<file path="src/design/cjkns_pkg.sv">
// ----------------------------------------------------------------------------
// cjkns_pkg
// shared constants, types and helper functions for the cjk density n-gram
// size selector
// ----------------------------------------------------------------------------
package cjkns_pkg;

    // counter and field widths
    localparam int COUNT_BITS = 24;
    localparam int OUT_BITS   = 24;
    localparam int CP_BITS    = 21;
    localparam int SIZE_BITS  = 8;
    localparam int NUM_RANGES = 16;
    localparam int EXT_BITS   = (COUNT_BITS > OUT_BITS) ? COUNT_BITS : OUT_BITS;
    localparam int MUL_BITS   = COUNT_BITS + 4;

    localparam logic [COUNT_BITS-1:0] COUNT_MAX = '1;
    localparam logic [OUT_BITS-1:0]   OUT_MAX   = '1;

    // size selection constants
    localparam logic [SIZE_BITS-1:0] SIZE_RESET = SIZE_BITS'(3);
    localparam logic [SIZE_BITS-1:0] SIZE_FLOOR = SIZE_BITS'(3);
    localparam logic [SIZE_BITS-1:0] SIZE_DENSE = SIZE_BITS'(2);
    localparam logic [MUL_BITS-1:0]  DENSE_CJK_WEIGHT = MUL_BITS'(10);
    localparam logic [MUL_BITS-1:0]  DENSE_ALL_WEIGHT = MUL_BITS'(3);

    // cjk, hangul and kana code point ranges (inclusive)
    localparam logic [CP_BITS-1:0] CJK_LO [NUM_RANGES] = '{
        21'h01100, 21'h03040, 21'h030A0, 21'h031C0, 21'h03200, 21'h03400,
        21'h04E00, 21'h0A960, 21'h0AC00, 21'h0D7B0, 21'h0F900, 21'h20000,
        21'h2EBF0, 21'h2F800, 21'h30000, 21'h31350
    };
    localparam logic [CP_BITS-1:0] CJK_HI [NUM_RANGES] = '{
        21'h011FF, 21'h0309F, 21'h030FF, 21'h031EF, 21'h032FF, 21'h04DBF,
        21'h09FFF, 21'h0A97F, 21'h0D7AF, 21'h0D7FF, 21'h0FAFF, 21'h2EBEF,
        21'h2EE5F, 21'h2FA1F, 21'h3134F, 21'h323AF
    };

    // decoder and counter state carried between bytes
    typedef struct packed {
        logic [CP_BITS-1:0]    partial;
        logic [1:0]            expected;
        logic [1:0]            taken;
        logic [COUNT_BITS-1:0] points;
        logic [COUNT_BITS-1:0] cjks;
    } cjkns_state_t;

    function automatic logic in_cjk(input logic [CP_BITS-1:0] cp);
        logic hit;
        hit = 1'b0;
        for (int i = 0; i < NUM_RANGES; i++) begin
            if (cp >= CJK_LO[i] && cp <= CJK_HI[i]) begin
                hit = 1'b1;
            end
        end
        return hit;
    endfunction

    // saturating add of a small increment
    function automatic logic [COUNT_BITS-1:0] sat_add(
        input logic [COUNT_BITS-1:0] cnt,
        input logic [2:0]            inc
    );
        logic [COUNT_BITS:0] sum;
        sum = {1'b0, cnt} + (COUNT_BITS+1)'(inc);
        return sum[COUNT_BITS] ? COUNT_MAX : sum[COUNT_BITS-1:0];
    endfunction

    // clamp a counter onto the output field width
    function automatic logic [OUT_BITS-1:0] sat_out(input logic [COUNT_BITS-1:0] cnt);
        logic [EXT_BITS-1:0] ext;
        ext = EXT_BITS'(cnt);
        return (ext > EXT_BITS'(OUT_MAX)) ? OUT_MAX : ext[OUT_BITS-1:0];
    endfunction

endpackage

</file>
<file path="src/design/cjkns_step.sv">
// ----------------------------------------------------------------------------
// cjkns_step
// utf-8 decode of one byte, cjk range test and saturating counter update,
// including the truncation flush at end of text
// ----------------------------------------------------------------------------
module cjkns_step (
    input  cjkns_pkg::cjkns_state_t cur_state,
    input  logic [7:0]              text_byte,
    input  logic                    has_byte,
    input  logic                    last_byte,
    output cjkns_pkg::cjkns_state_t nxt_state
);
    import cjkns_pkg::*;

    cjkns_state_t nxt;
    logic [2:0]   point_add;
    logic         cjk_inc;
    logic         is_cont;

    always_comb begin
        nxt       = cur_state;
        point_add = 3'd0;
        cjk_inc   = 1'b0;
        is_cont   = (text_byte[7:6] == 2'b10);

        if (has_byte) begin
            if (cur_state.expected != 2'd0 && is_cont) begin
                // continuation of a pending sequence
                nxt.partial  = {cur_state.partial[CP_BITS-7:0], text_byte[5:0]};
                nxt.expected = cur_state.expected - 2'd1;
                nxt.taken    = cur_state.taken + 2'd1;
                if (nxt.expected == 2'd0) begin
                    cjk_inc     = in_cjk(nxt.partial);
                    nxt.partial = '0;
                    nxt.taken   = 2'd0;
                end
            end else begin
                // fresh byte, after counting any truncated continuations
                point_add    = (cur_state.expected != 2'd0) ?
                               ({1'b0, cur_state.taken} + 3'd1) : 3'd1;
                nxt.partial  = '0;
                nxt.expected = 2'd0;
                nxt.taken    = 2'd0;
                if (text_byte[7:5] == 3'b110) begin
                    nxt.partial  = CP_BITS'(text_byte[4:0]);
                    nxt.expected = 2'd1;
                end else if (text_byte[7:4] == 4'b1110) begin
                    nxt.partial  = CP_BITS'(text_byte[3:0]);
                    nxt.expected = 2'd2;
                end else if (text_byte[7:3] == 5'b11110) begin
                    nxt.partial  = CP_BITS'(text_byte[2:0]);
                    nxt.expected = 2'd3;
                end
            end
        end

        // end of text: a pending sequence counts its taken continuations
        if (last_byte) begin
            if (nxt.expected != 2'd0) begin
                point_add = point_add + {1'b0, nxt.taken};
            end
            nxt.partial  = '0;
            nxt.expected = 2'd0;
            nxt.taken    = 2'd0;
        end

        nxt.points = sat_add(cur_state.points, point_add);
        nxt.cjks   = sat_add(cur_state.cjks, {2'b00, cjk_inc});
    end

    assign nxt_state = nxt;

endmodule

</file>
<file path="src/design/cjk_density_ngram_size_select_core.sv">
// ----------------------------------------------------------------------------
// cjk_density_ngram_size_select_core
// streams utf-8 text bytes, counts code points and cjk code points, and on
// the last byte picks the n-gram size from the cjk density
// ----------------------------------------------------------------------------
// flow: a byte is registered at the input and decoded and counted from there;
//   a last byte leaves only when the result register is free, loading m_*
// throughput: one byte per cycle unless a last byte waits for a free result
//   register, set by the combinational decode, range test and counter update
//   between the input register and the state registers
// reset: synchronous, active-low aresetn; clears counters, decoder state and
//   valid flags, and sets default_size to 3
// ----------------------------------------------------------------------------
module cjk_density_ngram_size_select_core (
    input  logic                                  aclk,
    input  logic                                  aresetn,
    // configuration write channel (default_size)
    input  logic                                  cfg_valid,
    output logic                                  cfg_ready,
    input  logic [cjkns_pkg::SIZE_BITS-1:0]       cfg_data,
    // byte request channel
    input  logic                                  s_valid,
    output logic                                  s_ready,
    input  logic [7:0]                            s_text_byte,
    input  logic                                  s_has_byte,
    input  logic                                  s_last_byte,
    // result channel
    output logic                                  m_valid,
    input  logic                                  m_ready,
    output logic [cjkns_pkg::SIZE_BITS-1:0]       m_chosen_size,
    output logic                                  m_cjk_dense,
    output logic [cjkns_pkg::OUT_BITS-1:0]        m_code_point_total,
    output logic [cjkns_pkg::OUT_BITS-1:0]        m_cjk_point_total
);
    import cjkns_pkg::*;

    // configuration register, always writable
    logic [SIZE_BITS-1:0] default_size_reg;

    // input register
    logic       in_valid_reg;
    logic [7:0] in_byte_reg;
    logic       in_has_reg;
    logic       in_last_reg;

    // running decoder and counter state
    cjkns_state_t state_reg;
    cjkns_state_t state_next;

    // result register
    logic                 out_valid_reg;
    logic [SIZE_BITS-1:0] out_size_reg;
    logic                 out_dense_reg;
    logic [OUT_BITS-1:0]  out_points_reg;
    logic [OUT_BITS-1:0]  out_cjks_reg;

    // result formation
    logic                 out_free;
    logic                 step_fire;
    logic                 res_fire;
    logic [MUL_BITS-1:0]  cjk_weighted;
    logic [MUL_BITS-1:0]  all_weighted;
    logic                 res_dense;
    logic [SIZE_BITS-1:0] res_size;

    assign cfg_ready = 1'b1;

    always_ff @(posedge aclk) begin
        if (!aresetn) begin
            default_size_reg <= SIZE_RESET;
        end else if (cfg_valid && cfg_ready) begin
            default_size_reg <= cfg_data;
        end
    end

    // a non-last byte never waits on the result side; the last one needs a
    // free result register
    assign out_free  = !out_valid_reg || m_ready;
    assign step_fire = in_valid_reg && (!in_last_reg || out_free);
    assign res_fire  = step_fire && in_last_reg;
    assign s_ready   = !in_valid_reg || step_fire;

    always_ff @(posedge aclk) begin
        if (!aresetn) begin
            in_valid_reg <= 1'b0;
        end else if (s_ready) begin
            in_valid_reg <= s_valid;
        end
    end

    always_ff @(posedge aclk) begin
        if (s_valid && s_ready) begin
            in_byte_reg <= s_text_byte;
            in_has_reg  <= s_has_byte;
            in_last_reg <= s_last_byte;
        end
    end

    cjkns_step u_step (
        .cur_state (state_reg),
        .text_byte (in_byte_reg),
        .has_byte  (in_has_reg),
        .last_byte (in_last_reg),
        .nxt_state (state_next)
    );

    // state clears after each text so the next one starts fresh
    always_ff @(posedge aclk) begin
        if (!aresetn) begin
            state_reg <= '0;
        end else if (res_fire) begin
            state_reg <= '0;
        end else if (step_fire) begin
            state_reg <= state_next;
        end
    end

    // density test: 10 * cjk > 3 * all, only when the text was not empty
    assign cjk_weighted = MUL_BITS'(state_next.cjks) * DENSE_CJK_WEIGHT;
    assign all_weighted = MUL_BITS'(state_next.points) * DENSE_ALL_WEIGHT;

    always_comb begin
        res_dense = 1'b0;
        res_size  = default_size_reg;
        if (state_next.points != '0) begin
            res_dense = (cjk_weighted > all_weighted);
            if (res_dense) begin
                res_size = SIZE_DENSE;
            end else if (default_size_reg < SIZE_FLOOR) begin
                res_size = SIZE_FLOOR;
            end
        end
    end

    always_ff @(posedge aclk) begin
        if (!aresetn) begin
            out_valid_reg <= 1'b0;
        end else if (res_fire) begin
            out_valid_reg <= 1'b1;
        end else if (m_ready) begin
            out_valid_reg <= 1'b0;
        end
    end

    always_ff @(posedge aclk) begin
        if (res_fire) begin
            out_size_reg   <= res_size;
            out_dense_reg  <= res_dense;
            out_points_reg <= sat_out(state_next.points);
            out_cjks_reg   <= sat_out(state_next.cjks);
        end
    end

    assign m_valid            = out_valid_reg;
    assign m_chosen_size      = out_size_reg;
    assign m_cjk_dense        = out_dense_reg;
    assign m_code_point_total = out_points_reg;
    assign m_cjk_point_total  = out_cjks_reg;

    // ------------------------------------------------------------------------
    // assertions
    // ------------------------------------------------------------------------

    // every cjk point was also counted as a point
    a_cjk_le_points: assert property (@(posedge aclk) disable iff (!aresetn)
        state_reg.cjks <= state_reg.points)
        else $error("cjk count above total count");

    // no partial sequence data without a pending sequence
    a_idle_decoder_clean: assert property (@(posedge aclk) disable iff (!aresetn)
        (state_reg.expected == 2'd0) |-> (state_reg.partial == '0 && state_reg.taken == 2'd0))
        else $error("stale decoder state with no sequence pending");

    // a delivered text leaves the counters clear
    a_clear_after_result: assert property (@(posedge aclk) disable iff (!aresetn)
        res_fire |=> (state_reg.points == '0 && state_reg.cjks == '0
                      && state_reg.expected == 2'd0))
        else $error("state not cleared after result");

    // dense texts always select the short size
    a_dense_size: assert property (@(posedge aclk) disable iff (!aresetn)
        (out_valid_reg && out_dense_reg) |-> (out_size_reg == SIZE_DENSE))
        else $error("dense result with wrong size");

endmodule
</file>
<file path="config.mk">
export PLATFORM = sky130hd
export DESIGN_NAME = cjk_density_ngram_size_select_core
export DESIGN_NICKNAME = d
export VERILOG_FILES = /design/src/design/cjkns_pkg.sv /design/src/design/cjkns_step.sv /design/src/design/cjk_density_ngram_size_select_core.sv
export SDC_FILE = /design/constraint.sdc
export NUM_CORES = 1
export LEC_CHECK = 0
export ABC_AREA = 0
export BUFFER_PORTS_ARGS = -buffer_cell sky130_fd_sc_hd__buf_2
export CORE_MARGIN = 4
export CORE_UTILIZATION = 30
export CTS_BUF_LIST = sky130_fd_sc_hd__clkbuf_4 sky130_fd_sc_hd__clkbuf_8
export CTS_CLUSTER_SIZE = 40
export DETAILED_ROUTE_END_ITERATION = 12
export GPL_TIMING_DRIVEN = 1
export PLACE_DENSITY = 0.53
export SLEW_MARGIN = 25
export SYNTH_ARGS = -nofsm -noshare
export SYNTH_HDL_FRONTEND = slang
export SYNTH_SLANG_ARGS = --single-unit
</file>
<file path="constraint.sdc">
create_clock -name aclk -period 12.8 [get_ports aclk]
set_clock_uncertainty 0.05 [all_clocks]
set_input_delay 2.56 -clock aclk [delete_from_list [all_inputs] [get_ports aclk]]
set_output_delay 2.56 -clock aclk [all_outputs]
set_load 0.01 [all_outputs]
</file>
==> results.ini, run 1 <==
[synth]
synth_top_flop_cell = dfxtp_1
synth_top_area_share_pct = 19.4
ys_seq_area_share_pct = 34.3
syn-num-nets = 1331
synth_top_area_cell = edfxtp_1
avgSynthCellArea_um2 = 8.70
synthArstFlopShare_pct = 0
synthCells = 1192
ys_seq_elements = 144
netlist_area_um2 = 10400
yosys-top-cells-area = edfxtp_1, dfxtp_1, ha_1
synth_common_cells = nor2_1, ha_1, nand2_1
synth.most_common_cell = nor2_1
yosys_warnings = 0
ys_types = 77
synth_edf_count = 67

[global_routing]
grt_overflow = 0
grt_max_degree = 76
antenna_found_initial = 0
first_global_vias = 8498
grt_pass1_wl_um = 43600
grt.total_usage_pct = 13.9

[floorplan]
initial_core_util_pct = 30.7
dieArea_um2 = 37600
die_w_um = 194
die_height_um = 194
io_pins = 83
row_count = 67
fp.coreArea_um2 = 33800

[worst_setup_path]
end_kind = register
crit_top_cell = ha_1
slowest_stage = or4b_2
worstSetupStartpointType = register
critPathMaxFanout = 35
cp.arrival_ns = 9.83
crit_type = reg -> reg
cp.required_ns = 12.97
slowest_delay_ns = 0.62

[clock_tree]
numCtsBuffers = 17
h-tree-depth = 4
clkSlewWorstSetupHoldPaths_ns = 0.10
clk_latency_ns = 0.48
cts_setup_buffers = 0
cts_buffer_depth = 2
cts_root_buffer = clkbuf_8
cts_tree = done
hold_buffers = 0
cts_resized = 0
cts_sinks = 144

[detailed_routing]
first_iter_violations = 445
drt_pass1_iterations = 6
met2RoutedLength_um = 12100
wl_met1_um = 12800
dr_wl_met3_um = 897
via_count = 8696
wl_um = 26300
wl_per_cell_um = 15.3
antenna_left = 0
drc = 0
vias_per_cell = 5.07
top_layer_used = met4

[job]
max-cap-violations = 0

[sta]
finalHoldViolCount = 0
max-slew-margin-rel_pct = 44.5
final.setup.tns_ns = 0
setup_ws_ns = 3.14
finalSetupViolations = 0
fmax_mhz = 104
worstMarginPinSlew_ns = 0.825
grt_setup_unrepaired = no
timing.final.crit_share_pct = 75.5
drv_slew = 0
period_needed_ns = 9.66

[place]
port_buffers = 81
gp_congestion = 0.848
dp_slack_ns = 2.96
hpwl_um = 19300

[cells_and_area]
post-route-util_pct = 34.5
fillers = 3527
largest_reg_flops = 67
antennaDiodeCount = 0
areaGrowthSynthToFinish_pct = 12.3
layout-drive-gt1-share_pct = 12.2
final_nets = 1394

[power]
ir_drop_mv = 0.0447
leakage_nw = 5.22
p_per_area_nw_per_um2 = 95.1

[status]
status = finished, final reports clean

[worst_hold_path]
min_path_type = reg -> reg

-- metal layers --
layer	vias up	track usage [%]
li1	4440	-
met1	4072	18.3
met2	149	23.1
met4	0	4.19
met3	35	2.87
met5	-	0
-- through the flow --
step                cell area [um^2]  hold WS [ns]  power (mW)  std cells
detailed placement             11200         0.428       0.733       1684
global placement               11200         0.427       0.731       1684
finish                         11600         0.446        1.11       1716
CTS                            11600         0.442        1.12       1716
global route                   11600         0.477        1.17       1716
floorplan                      10400         0.407       0.677       1192
-- logic make-up after synthesis --
group                    Yosys count  synth area share (%)
AND/OR/NAND/NOR                  444                  21.5
AO/OA/AOI/OAI                    267                  17.5
flip-flops                       144                  34.3
buffers and inverters            136                  5.04
adder cells (fa/ha/maj)          116                  14.3
XOR/XNOR                          66                  5.58
multiplexers                      18                  1.81
other                              1                0.0362
-- area by class of cell --
class	instances	area [um^2]	area share, %
timing repair buffer	89	465	4.00
inverter	91	342	2.93
multi-input combinational	912	6320	54.2
clock buffer	17	234	2.01
tap	448	561	4.81
sequential	144	3550	30.5
clock inverter	15	174	1.49
-- path summary, 6_finish.rpt --
path	from	end	slack, ns	cells past startpoint
setup / recovery	state_reg[52]$_SDFFE_PP0P_	m_chosen_size[1]$_DFFE_PP_	3.14	29
hold / removal	state_reg[23]$_SDFFE_PP0P_	state_reg[23]$_SDFFE_PP0P_	0.45	2
setup reg to reg	state_reg[52]$_SDFFE_PP0P_	m_chosen_size[1]$_DFFE_PP_	3.14	29
hold reg to reg	state_reg[23]$_SDFFE_PP0P_	state_reg[23]$_SDFFE_PP0P_	0.45	2
-- cell usage in the layout, fill, tap and decap left out, drive strengths merged, types with 18 or more instances in the layout --
| master | netlist | final |
|---|---|---|
| dfxtp | 77 | 77 |
| a21o | 24 | 24 |
| nor2 | 120 | 120 |
| nand4 | 26 | 26 |
| nor2b | 29 | 29 |
| a31oi | 18 | 18 |
| nand2 | 97 | 97 |
| a211oi | 28 | 28 |
| and2 | 20 | 20 |
| edfxtp | 67 | 67 |
| nand3 | 35 | 35 |
| xor2 | 28 | 28 |
| a21oi | 61 | 61 |
| inv | 91 | 98 |
| o21ai | 38 | 38 |
| ha | 112 | 112 |
| xnor2 | 38 | 38 |
| nor3 | 39 | 39 |
| buf | 5 | 89 |
-- power by group --
group	internal [mW]	switching, mW
clock	0.179	0.206
combinational	0.0819	0.122
sequential	0.501	0.0168
-- worst max-delay path, delay by kind of cell, from the launching register on --
| family | cells | cell delay (ns) |
|---|---|---|
| AND/OR/NAND/NOR | 11 | 3.68 |
| AO/OA/AOI/OAI | 12 | 3.44 |
| adder cells (fa/ha/maj) | 5 | 1.54 |
| flip-flops | 1 | 0.56 |
| XOR/XNOR | 1 | 0.12 |
Power figures use the tool's default switching activity.
==> inputs of run 2 (changes only) <==
==> constraint.sdc (replaced) <==
create_clock -name aclk -period 9.6 [get_ports aclk]
set_clock_uncertainty 0.05 [all_clocks]
set_input_delay 1.92 -clock aclk [delete_from_list [all_inputs] [get_ports aclk]]
set_output_delay 1.92 -clock aclk [all_outputs]
set_load 0.01 [all_outputs]
==> run 2 against run 1 <==
  * Via count grew 1.0%
  * Sequential cell count is the same
  * Combinational power grew 35%
  * Sequential share of layout area shrank 0.11 points
  * Setup slack lost 2.4 ns
  * Routed wire length grew 1.4%
  * Worst hold slack gained 0.014 ns
==> results.ini, run 2 (synthesis results as in run 1) <==
[cells_and_area]
post_layout_nonfiller_instances = 1723
multi_input_area_um2 = 6320
antennaDiodeCount = 0
ff_latch_area_um2 = 3550
largest_reg_flops = 67
final_nets = 1401
fillers = 3530
layout-drive-gt1-share_pct = 12.8
areaGrowthSynthToFinish_pct = 12.7
final_common_cell = nor2_1
layout_common_cells = nor2_1, ha_1, nand2_1, inv_1, buf_2

[clock_tree]
h-tree-depth = 4
cts_root_buffer = clkbuf_8
cts_tree = done
numCtsBuffers = 17
cts_resized = 0
cts_sinks = 144
clkSlewWorstSetupHoldPaths_ns = 0.10
cts_buffer_depth = 2
hold_buffers = 0
cts_setup_buffers = 0
clk_latency_ns = 0.48

[place]
dp.cells = 1691
hpwl_um = 19700
port_buffers = 81
gp_congestion = 0.863

[power]
ir_drop_mv = 0.0635
pwr-share-comb_pct = 18.8
internal_power_mw = 0.998
seq_power_share_pct = 47.1
p_clk_share_pct = 34.1
switching_share_pct = 31.8
switchingPower_mw = 0.466
p_per_area_nw_per_um2 = 125
leakage_nw = 5.25

[status]
status = finished, final reports clean

[worst_setup_path]
worstSetupStartpointType = register
crit_type = reg -> reg
crit_top_cell = ha_1
end_kind = register
slowest_delay_ns = 0.52
cp.required_ns = 9.78
slowest_stage = a221o_1
critPathMaxFanout = 9
cp.arrival_ns = 9.06

[sta]
finalHoldViolCount = 0
max-slew-margin-rel_pct = 32.5
final.setup.tns_ns = 0
worstMarginPinSlew_ns = 1.00
grt_setup_unrepaired = no
timing.final.crit_share_pct = 92.5
drv_slew = 0
fmax_mhz = 113
fin_hold_ws_ns = 0.459
period_needed_ns = 8.88
finalSetupViolations = 0

[detailed_routing]
drc = 0
antenna_left = 0
first_iter_violations = 488
drt_pass1_iterations = 5
via_count = 8787
wl_per_cell_um = 15.5
vias_per_cell = 5.10
wl_um = 26700

[floorplan]
die_w_um = 194
dieArea_um2 = 37600
initial_core_util_pct = 30.7
fp.coreArea_um2 = 33800
die_height_um = 194
io_pins = 83
row_count = 67

[worst_hold_path]
min_path_type = reg -> reg

[global_routing]
grt_overflow = 0
first_global_vias = 8765
grt.total_usage_pct = 14.2
grt_max_degree = 76
antenna_found_initial = 0
grt_pass1_wl_um = 44500

[job]
max-cap-violations = 0

## run 2: critical path, delay by kind of cell, from the launching register on
| family | cells | cell delay, ns |
|---|---|---|
| DFF | 1 | 0.40 |
| adders and majority gates | 6 | 1.90 |
| and+or+nand+nor | 13 | 2.90 |
| AOI/OAI and AO/OA | 8 | 2.44 |
| buffers and inverters | 3 | 0.39 |
| muxes | 2 | 0.51 |
## run 2: final timing paths
path	start	cells past startpoint	slack (ns)	end
worst min register to register	state_reg[23]$_SDFFE_PP0P_	2	0.46	state_reg[23]$_SDFFE_PP0P_
worst max register to register	state_reg[50]$_SDFFE_PP0P_	32	0.72	m_chosen_size[1]$_DFFE_PP_
worst max-delay path	state_reg[50]$_SDFFE_PP0P_	32	0.72	m_chosen_size[1]$_DFFE_PP_
worst min-delay path	state_reg[23]$_SDFFE_PP0P_	2	0.46	state_reg[23]$_SDFFE_PP0P_
## run 2: final cells by class
class,instances,area share (%)
Tap cell,448,4.80
Sequential cell,144,30.4
Multi-Input combinational cell,912,54.1
Timing Repair Buffer,96,4.43
Inverter,91,2.92
Clock inverter,14,1.25
Clock buffer,18,2.12
## run 2: routing by layer
layer  vias to the layer above  GRT usage, %  share of wire (%)
met4                         0          3.96                1.3
met1                      4178          18.9                 48
met2                       147          23.6                 47
li1                       4441             -                  -
met5                         -             0                  0
met3                        21          2.66                3.5
## run 2: through the flow
stage	total power [mW]	util (%)	instance area, um^2	setup WS (ns)
after floorplan	0.902	-	10400	1.74
after global placement	0.977	33.4	11300	0.495
after detailed placement	0.979	33.4	11300	0.179
after CTS	1.49	34.5	11700	0.176
after global routing	1.55	34.6	11700	0.0194
final	1.46	34.6	11700	0.716
## run 2: power by group through the flow
stage          sequential [mW]  clock [mW]  combinational, mW
2_1_floorplan            0.701           0              0.201
3_3_place_gp             0.704           0              0.273
3_5_place_dp             0.704           0              0.276
4_1_cts                  0.690       0.519              0.278
5_1_grt                  0.694       0.542              0.317
6_report                 0.690       0.500              0.275
